**src/rtl/rsk_pkg.sv**
```systemverilog
// ----------------------------------------------------------------------------
// rsk_pkg: shared types and constants of the record sorter
// Word layouts, register indexes, key codes and the command/status structs.
// ----------------------------------------------------------------------------
package rsk_pkg;

    localparam int NAME_W   = 64;
    localparam int PRICE_W  = 31;
    localparam int RATING_W = 10;
    localparam int CFG_W    = 2;
    localparam int CFG_IDX_W = 1;

    localparam logic [CFG_IDX_W-1:0] REG_SORT_KEY   = 1'b0;
    localparam logic [CFG_IDX_W-1:0] REG_DESCENDING = 1'b1;

    localparam logic [1:0] KEY_NAME   = 2'd0;
    localparam logic [1:0] KEY_PRICE  = 2'd1;

    typedef struct packed {
        logic [NAME_W-1:0]   item_name;
        logic [PRICE_W-1:0]  item_price;
        logic [RATING_W-1:0] item_rating;
        logic                last_item;
    } t_in_word;

    typedef struct packed {
        logic [NAME_W-1:0]   out_name;
        logic [PRICE_W-1:0]  out_price;
        logic [RATING_W-1:0] out_rating;
        logic                out_last;
        logic                overflowed;
    } t_out_word;

    // Commands from the controller to the datapath.
    typedef struct packed {
        logic load;      // write the input word at the fill count
        logic drop;      // store full: flag overflow
        logic sel_init;  // start a selection pass
        logic sel_step;  // examine one candidate
        logic emit;      // read out the chosen record
        logic clear;     // set finished: empty the store
    } t_cmd;

    // Status from the datapath to the controller.
    typedef struct packed {
        logic full;
        logic scan_done;   // candidate index has passed the last record
        logic emit_last;   // this emit is the final record
    } t_status;

    // Normalize a name: keep NAME_CHARS bytes, clear all after the first zero.
    function automatic logic [NAME_W-1:0] norm_name(input logic [NAME_W-1:0] raw,
                                                    input int chars);
        logic [NAME_W-1:0] v;
        logic              hit;
        v   = raw;
        hit = 1'b0;
        for (int b = 0; b < 8; b++) begin
            if (b >= chars) hit = 1'b1;
            if (v[63-8*b -: 8] == 8'd0) hit = 1'b1;
            if (hit) v[63-8*b -: 8] = 8'd0;
        end
        return v;
    endfunction

endpackage

```
**src/rtl/rsk_datapath.sv**
```systemverilog
// ----------------------------------------------------------------------------
// rsk_datapath: record store and selection unit
// Holds the loaded records and finds, one candidate per cycle, the next record
// in sorted order. Emitted records are marked used by a per-entry bit.
// ----------------------------------------------------------------------------
module rsk_datapath
    import rsk_pkg::*;
#(
    parameter int MAX_ITEMS  = 32,
    parameter int NAME_CHARS = 8
) (
    input  logic      i_clk,
    input  logic      i_rst_n,
    input  t_in_word  i_word,
    input  logic [1:0] i_sort_key,
    input  logic      i_descending,
    input  t_cmd      i_cmd,
    output t_status   o_status,
    output t_out_word o_word
);
    localparam int IW = $clog2(MAX_ITEMS);
    localparam int CW = $clog2(MAX_ITEMS + 1);

    logic [NAME_W-1:0]   r_name  [MAX_ITEMS];
    logic [PRICE_W-1:0]  r_price [MAX_ITEMS];
    logic [RATING_W-1:0] r_rating[MAX_ITEMS];
    logic [MAX_ITEMS-1:0] r_used;
    logic [CW-1:0] r_count;
    logic [CW-1:0] r_emitted;
    logic          r_ovf;
    logic [CW-1:0] r_scan;
    logic          r_have;
    logic [IW-1:0] r_best;
    logic [NAME_W-1:0] r_best_key;

    logic [NAME_W-1:0] w_key;
    logic [IW-1:0]     w_idx;
    logic              w_better;
    logic              w_cand;

    assign w_idx = r_scan[IW-1:0];

    always_comb begin
        case (i_sort_key)
            KEY_NAME:  w_key = r_name[w_idx];
            KEY_PRICE: w_key = {{(NAME_W-PRICE_W){1'b0}}, r_price[w_idx]};
            default:   w_key = {{(NAME_W-RATING_W){1'b0}}, r_rating[w_idx]};
        endcase
    end

    // Strict compare keeps the earliest of equal keys: stable order.
    assign w_cand   = (r_scan < r_count) && !r_used[w_idx];
    assign w_better = !r_have ||
        (i_descending ? (w_key > r_best_key) : (w_key < r_best_key));

    always_ff @(posedge i_clk) begin
        if (i_cmd.load) begin
            r_name[r_count[IW-1:0]]   <= norm_name(i_word.item_name, NAME_CHARS);
            r_price[r_count[IW-1:0]]  <= i_word.item_price;
            r_rating[r_count[IW-1:0]] <= i_word.item_rating;
        end
        if (i_cmd.sel_step && w_cand && w_better) begin
            r_best     <= w_idx;
            r_best_key <= w_key;
        end
        if (i_cmd.emit) begin
            o_word.out_name   <= r_name[r_best];
            o_word.out_price  <= r_price[r_best];
            o_word.out_rating <= r_rating[r_best];
            o_word.out_last   <= (r_emitted + 1'b1 == r_count);
            o_word.overflowed <= r_ovf;
        end
        if (!i_rst_n) begin
            r_count   <= '0;
            r_ovf     <= 1'b0;
            r_used    <= '0;
            r_emitted <= '0;
            r_scan    <= '0;
            r_have    <= 1'b0;
        end else begin
            if (i_cmd.load) r_count <= r_count + 1'b1;
            if (i_cmd.drop) r_ovf <= 1'b1;
            if (i_cmd.sel_init) begin
                r_scan <= '0;
                r_have <= 1'b0;
            end else if (i_cmd.sel_step) begin
                r_scan <= r_scan + 1'b1;
                if (w_cand) r_have <= 1'b1;
            end
            if (i_cmd.emit) begin
                r_used[r_best] <= 1'b1;
                r_emitted      <= r_emitted + 1'b1;
            end
            if (i_cmd.clear) begin
                r_count   <= '0;
                r_ovf     <= 1'b0;
                r_used    <= '0;
                r_emitted <= '0;
            end
        end
    end

    assign o_status.full      = (r_count == CW'(MAX_ITEMS));
    assign o_status.scan_done = (r_scan >= r_count);
    assign o_status.emit_last = (r_emitted + 1'b1 == r_count);

endmodule

```
**src/rtl/rsk_ctrl.sv**
```systemverilog
// ----------------------------------------------------------------------------
// rsk_ctrl: sequencer of the record sorter
// Loads words while idle; after the last word runs one selection pass per
// output record and strobes each result.
// ----------------------------------------------------------------------------
module rsk_ctrl
    import rsk_pkg::*;
(
    input  logic    i_clk,
    input  logic    i_rst_n,
    input  logic    i_start,
    input  logic    i_last,
    input  t_status i_status,
    output t_cmd    o_cmd,
    output logic    o_busy,
    output logic    o_valid
);
    typedef enum logic [1:0] {S_IDLE, S_SCAN, S_EMIT} t_state;
    t_state r_state;
    logic   r_valid;
    logic   r_fin;

    always_comb begin
        o_cmd = '0;
        unique case (r_state)
            S_IDLE: begin
                o_cmd.load     = i_start && !i_status.full;
                o_cmd.drop     = i_start && i_status.full;
                o_cmd.sel_init = 1'b1;
            end
            S_SCAN: o_cmd.sel_step = 1'b1;
            S_EMIT: begin
                o_cmd.emit     = 1'b1;
                o_cmd.sel_init = 1'b1;
                o_cmd.clear    = i_status.emit_last;
            end
            default: ;
        endcase
    end

    always_ff @(posedge i_clk) begin
        if (!i_rst_n) begin
            r_state <= S_IDLE;
            r_valid <= 1'b0;
            r_fin   <= 1'b0;
        end else begin
            r_valid <= (r_state == S_EMIT);
            r_fin   <= 1'b0;
            unique case (r_state)
                S_IDLE: if (i_start && i_last) r_state <= S_SCAN;
                S_SCAN: if (i_status.scan_done) r_state <= S_EMIT;
                S_EMIT: begin
                    if (i_status.emit_last) begin
                        r_state <= S_IDLE;
                        r_fin   <= 1'b1;
                    end else begin
                        r_state <= S_SCAN;
                    end
                end
                default: r_state <= S_IDLE;
            endcase
        end
    end

    // Busy until the final result word has been shown.
    assign o_busy  = (r_state != S_IDLE) || r_fin;
    assign o_valid = r_valid;

endmodule

```
**src/rtl/record_sorter_by_key.sv**
```systemverilog
// ----------------------------------------------------------------------------
// record_sorter_by_key: stable sort of a loaded record set
//   channel | handshake          | payload
//   input   | i_start / o_busy   | i_in  (t_in_word)
//   output  | o_valid strobe     | o_out (t_out_word)
//   config  | i_cfg_we, i_cfg_idx| i_cfg_data
// Records load while the sorter is idle. After the marked word, each record
// is found by a selection scan over the store (one entry per cycle) followed
// by an emit step. Reset is synchronous and empties the store. The receiver
// cannot stall; busy holds new words off.
// ----------------------------------------------------------------------------
module record_sorter_by_key
    import rsk_pkg::*;
#(
    parameter int MAX_ITEMS  = 32,
    parameter int NAME_CHARS = 8
) (
    input  logic                 i_clk,
    input  logic                 i_rst_n,
    input  logic                 i_start,
    output logic                 o_busy,
    input  t_in_word             i_in,
    output logic                 o_valid,
    output t_out_word            o_out,
    input  logic                 i_cfg_we,
    input  logic [CFG_IDX_W-1:0] i_cfg_idx,
    input  logic [CFG_W-1:0]     i_cfg_data
);
    logic [1:0] r_sort_key;
    logic       r_descending;
    t_cmd       w_cmd;
    t_status    w_status;

    always_ff @(posedge i_clk) begin
        if (!i_rst_n) begin
            r_sort_key   <= KEY_NAME;
            r_descending <= 1'b0;
        end else if (i_cfg_we) begin
            unique case (i_cfg_idx)
                REG_SORT_KEY:   r_sort_key   <= i_cfg_data;
                REG_DESCENDING: r_descending <= i_cfg_data[0];
                default: ;
            endcase
        end
    end

    rsk_ctrl u_ctrl (
        .i_clk    (i_clk),
        .i_rst_n  (i_rst_n),
        .i_start  (i_start && !o_busy),
        .i_last   (i_in.last_item),
        .i_status (w_status),
        .o_cmd    (w_cmd),
        .o_busy   (o_busy),
        .o_valid  (o_valid)
    );

    rsk_datapath #(
        .MAX_ITEMS  (MAX_ITEMS),
        .NAME_CHARS (NAME_CHARS)
    ) u_dp (
        .i_clk        (i_clk),
        .i_rst_n      (i_rst_n),
        .i_word       (i_in),
        .i_sort_key   (r_sort_key),
        .i_descending (r_descending),
        .i_cmd        (w_cmd),
        .o_status     (w_status),
        .o_word       (o_out)
    );

endmodule

```
**config.mk**
```make
export PLATFORM = sky130hd
export DESIGN_NAME = record_sorter_by_key
export DESIGN_NICKNAME = d
export VERILOG_FILES = /design/src/rtl/rsk_pkg.sv /design/src/rtl/rsk_datapath.sv /design/src/rtl/rsk_ctrl.sv /design/src/rtl/record_sorter_by_key.sv
export SDC_FILE = /design/constraint.sdc
export NUM_CORES = 2
export LEC_CHECK = 0
export BUFFER_PORTS_ARGS = -buffer_cell sky130_fd_sc_hd__buf_2
export CAP_MARGIN = 15
export CORE_MARGIN = 2
export CORE_UTILIZATION = 35
export DETAILED_ROUTE_END_ITERATION = 10
export PLACE_DENSITY = 0.52
export SLEW_MARGIN = 20
export SYNTH_ARGS = -nofsm -noshare
export SYNTH_HDL_FRONTEND = slang
export SYNTH_SLANG_ARGS = --single-unit
export TNS_END_PERCENT = 10
```
**constraint.sdc**
```tcl
create_clock -name i_clk -period 22.2 [get_ports i_clk]
set_input_delay 4.44 -clock i_clk [delete_from_list [all_inputs] [get_ports i_clk]]
set_output_delay 4.44 -clock i_clk [all_outputs]
set_load 0.03 [all_outputs]
```
==> flow_summary.ini <==
[detailed_routing]
drt_iter0_drc = 11773
drt-pass1-iter-count = 6
vias = 88437
final_antenna_net_count = 0
drc = 0
wire_per_inst_um = 39.3
wl_mm = 556
drt-vias-per-instance = 6.25

[floorplanning]
rows = 249
pin_count = 222
core_um2 = 460000
start_util_pct = 35.1
die_x_um = 683
dieArea_um2 = 467000
dieHeight_um = 683

[logic_synthesis]
syn-cell-area_um2 = 161000
syn_inst = 7343
avgSynthCellArea_um2 = 22.0
yosysUniqueCellTypes = 49
yosys_warnings = 0
synth_seq_cells = 3600
synth_edf_count = 3536
seq_area_frac_synth_pct = 66.6
synth_ff_type = edfxtp_1
ys_async_sr_fraction_pct = 0
synth_fp_nets = 7532

[worst_setup_path]
crit_end = u_dp.r_best_key[40]
crit_path_end_kind = register
r2r_slack_ns = 12.70
rr_worst_depth = 17
crit_chain = buf_4, buf_4, buf_4, buf_4, mux4_2, mux4_2, mux4_2, and2_1, ha_1, nand2_1, o21ai_0, a221o_1, a2bb2oi_1, a2bb2oi_1, a21o_1, a31oi_4, buf_4
cp_top_family = buffers and inverters
critical_path_depth = 17
max_stage_delay_ns = 0.94
crit_type = reg2reg
critical_path.max_fanout = 69
worstReg2RegEnd = u_dp.r_best_key[40]
critPathSlowestCell = buf_4
crit_top_cell = buf_4
crit_buf_inv = 5
crit_arrival_ns = 10.12
cp.required_ns = 22.81
setup.worst_path.start_class = register

[global_route]
grt_overflow_total = 0
grt_max_degree = 147
grt_pass1_wl_mm = 764
antenna_found_initial = 57
grtUsageTotal_pct = 23.4
grt_pass1_vias = 90976

[layout]
drive_gt1_share_pct = 38.3
mostFrequentLayoutCells = edfxtp_1 (3536), mux4_2 (1910), a22oi_1 (421)
flow.area_growth_from_synthesis_pct = 13.8
final_nets = 7840
final_common_cell = edfxtp_1

[cts]
cts.sink_count = 3600
clock_latency_ns = 1.01
root_buffer = clkbuf_16
ctsResizeCount = 0
clkTransAtPathRegs_ns = 0.06
clock_path_buffers = 4
cts-htree-levels = 5
post_cts_buffers = 0
holdBufCountCts = 0
cts_tree = built
cts-buffers-inserted = 400

[power]
p_int_mw = 11.6
combPwrFrac_pct = 4.3
power_mw = 14.9
cellPowerDensity_nw_per_um2 = 81.2
p_seq_share_pct = 50.6
power.switching_mw = 3.30
clock_power_share_pct = 45.1
ir_drop_uv = 57.0
switching_share_pct = 22.1
power.leakage_nw = 54.7

[timing]
post-route-period-util_pct = 42.8
hold_viol = 0
rsz0062_at_grt = no
setup_viol = 0
finClkSkew_ns = 0.0672
fin_setup_tns_ns = 0
slew_viol_final = 0
layout_min_cycle_time_ns = 9.50
max_slew.worst_pin.slew_ns = 1.25
max_slew_margin_pct = 16.7
fmax_mhz = 105

[hold_path]
worstHoldPathType = reg2reg
whs_path_depth = 0

[placed_design]
gp_congestion = 0.774
dp_hpwl_mm = 288
portBuffers = 221

[status]
status = finished clean

[flow_run]
drv_cap = 0
## routing by layer
layer  GRT usage [%]  vias to the layer above  wire length (um)
met2            38.4                     4098            271000
met4            6.20                       32             16100
li1                -                    33401                 -
met5               0                        -               197
met1            32.5                    50105            228000
met3            3.64                      801             40300
## how the worst min path moves through the flow
stage	startpoint	end	slack [ns]
finish	u_dp.r_ovf	u_dp.o_word[0]	0.46
global route	u_dp.r_used[22]	u_dp.r_used[22]	0.50
CTS	u_dp.r_used[2]	u_dp.r_used[2]	0.47
detailed placement	u_dp.r_used[18]	u_dp.r_used[18]	0.45
global placement	u_dp.r_used[19]	u_dp.r_used[19]	0.44
floorplan	u_dp.r_ovf	u_dp.o_word[0]	0.41
## logic make-up (layout without fill, tap and decap cells)
logic type,count (synthesis),in the layout,synth area share (%)
multiplexers,1986,1986,27.1
flip-flops,3600,3600,66.6
AND/OR/NAND/NOR,448,448,1.46
XOR/XNOR,21,21,0.122
buffers and inverters,645,1280,1.63
adder cells (fa/ha/maj),76,76,0.589
AO/OA/AOI/OAI,567,567,2.50
other,0,15,0
## area by class of cell
class | instances | area (um^2)
Clock buffer | 486 | 10600
Clock inverter | 243 | 2410
Antenna cell | 15 | 37.5
Fill cell | 40170 | 276000
Inverter | 81 | 312
Tap cell | 6149 | 7690
Timing Repair Buffer | 470 | 3420
Multi-Input combinational cell | 3098 | 51800
Sequential cell | 3600 | 107000
## state kept, by name, summed over array words and instances, names as in the netlist, named ones only
name             count
r_descending         1
r_sort_key           2
u_ctrl.o_valid       1
u_ctrl.r_fin         1
u_ctrl.r_state       2
u_dp.o_word        107
u_dp.r_best          5
u_dp.r_best_key     64
u_dp.r_count         6
u_dp.r_emitted       6
u_dp.r_have          1
u_dp.r_name       2048
u_dp.r_ovf           1
u_dp.r_price       992
u_dp.r_rating      320
u_dp.r_scan          6
u_dp.r_used         32
## power by group through the flow
stage | clock, mW | sequential (mW) | combinational (mW)
floorplan | 0 | 7.71 | 0.324
global placement | 0 | 7.70 | 0.634
detailed placement | 0 | 7.70 | 0.644
CTS | 6.84 | 7.56 | 0.645
global route | 7.08 | 7.56 | 0.676
finish | 6.73 | 7.56 | 0.641
## worst reg2reg max path, stage by stage, from the launching register on
cell and delay, ns:
dfxtp_4 0.85, buf_4 0.80, buf_4 1.01, buf_4 0.83
buf_4 0.97, mux4_2 0.52, mux4_2 0.54, mux4_2 0.53
and2_1 0.20, ha_1 0.31, nand2_1 0.06, o21ai_0 0.52
a221o_1 0.46, a2bb2oi_1 0.11, a2bb2oi_1 0.17, a21o_1 0.25
a31oi_4 0.16, buf_4 0.70
## cells in the mapped netlist, types with 3 or more instances
master       n  area (um^2)
a211oi_1    24          180
a21boi_0     4         30.0
a21oi_1     68          340
a221oi_1     3         26.3
a22oi_1    421         3160
a31oi_1     13         81.3
and2_1      60          375
and3_1       6         37.5
buf_1      117          439
buf_2       93          465
buf_4       11         82.6
buf_6        6         67.6
clkbuf_1   337         1260
clkinv_1     3         11.3
dfxtp_1     64         1280
edfxtp_1  3536       106000
ha_1        76          951
inv_1       78          293
mux2_2      19          214
mux2i_1     57          571
mux4_2    1910        43000
nand2_1     44          165
nand3_1     16         80.1
nand4_1    125          782
nor2_1     129          484
nor2b_1     26          163
nor3_1      10         50.1
nor3b_1      3         22.5
nor4_1      15         93.8
o21ai_0     14         70.1
o22ai_1     10         62.6
or4_1        5         37.5
xnor2_1     13          114
xor2_1       7         61.3
## metrics by stage
stage / cells / utilization (%) / hold slack (ns) / worst slack, ns / instance area [um^2]
after floorplan: 7343 / - / 0.409 / 12.10 / 161000
after global placement: 13392 / 37.1 / 0.442 / 12.43 / 170000
after detailed placement: 13392 / 37.1 / 0.449 / 12.43 / 170000
after CTS: 14121 / 39.9 / 0.469 / 12.40 / 184000
after global routing: 14134 / 40.0 / 0.499 / 12.23 / 184000
final: 14142 / 40.0 / 0.463 / 12.70 / 184000
(Power assumes the default switching activity.)
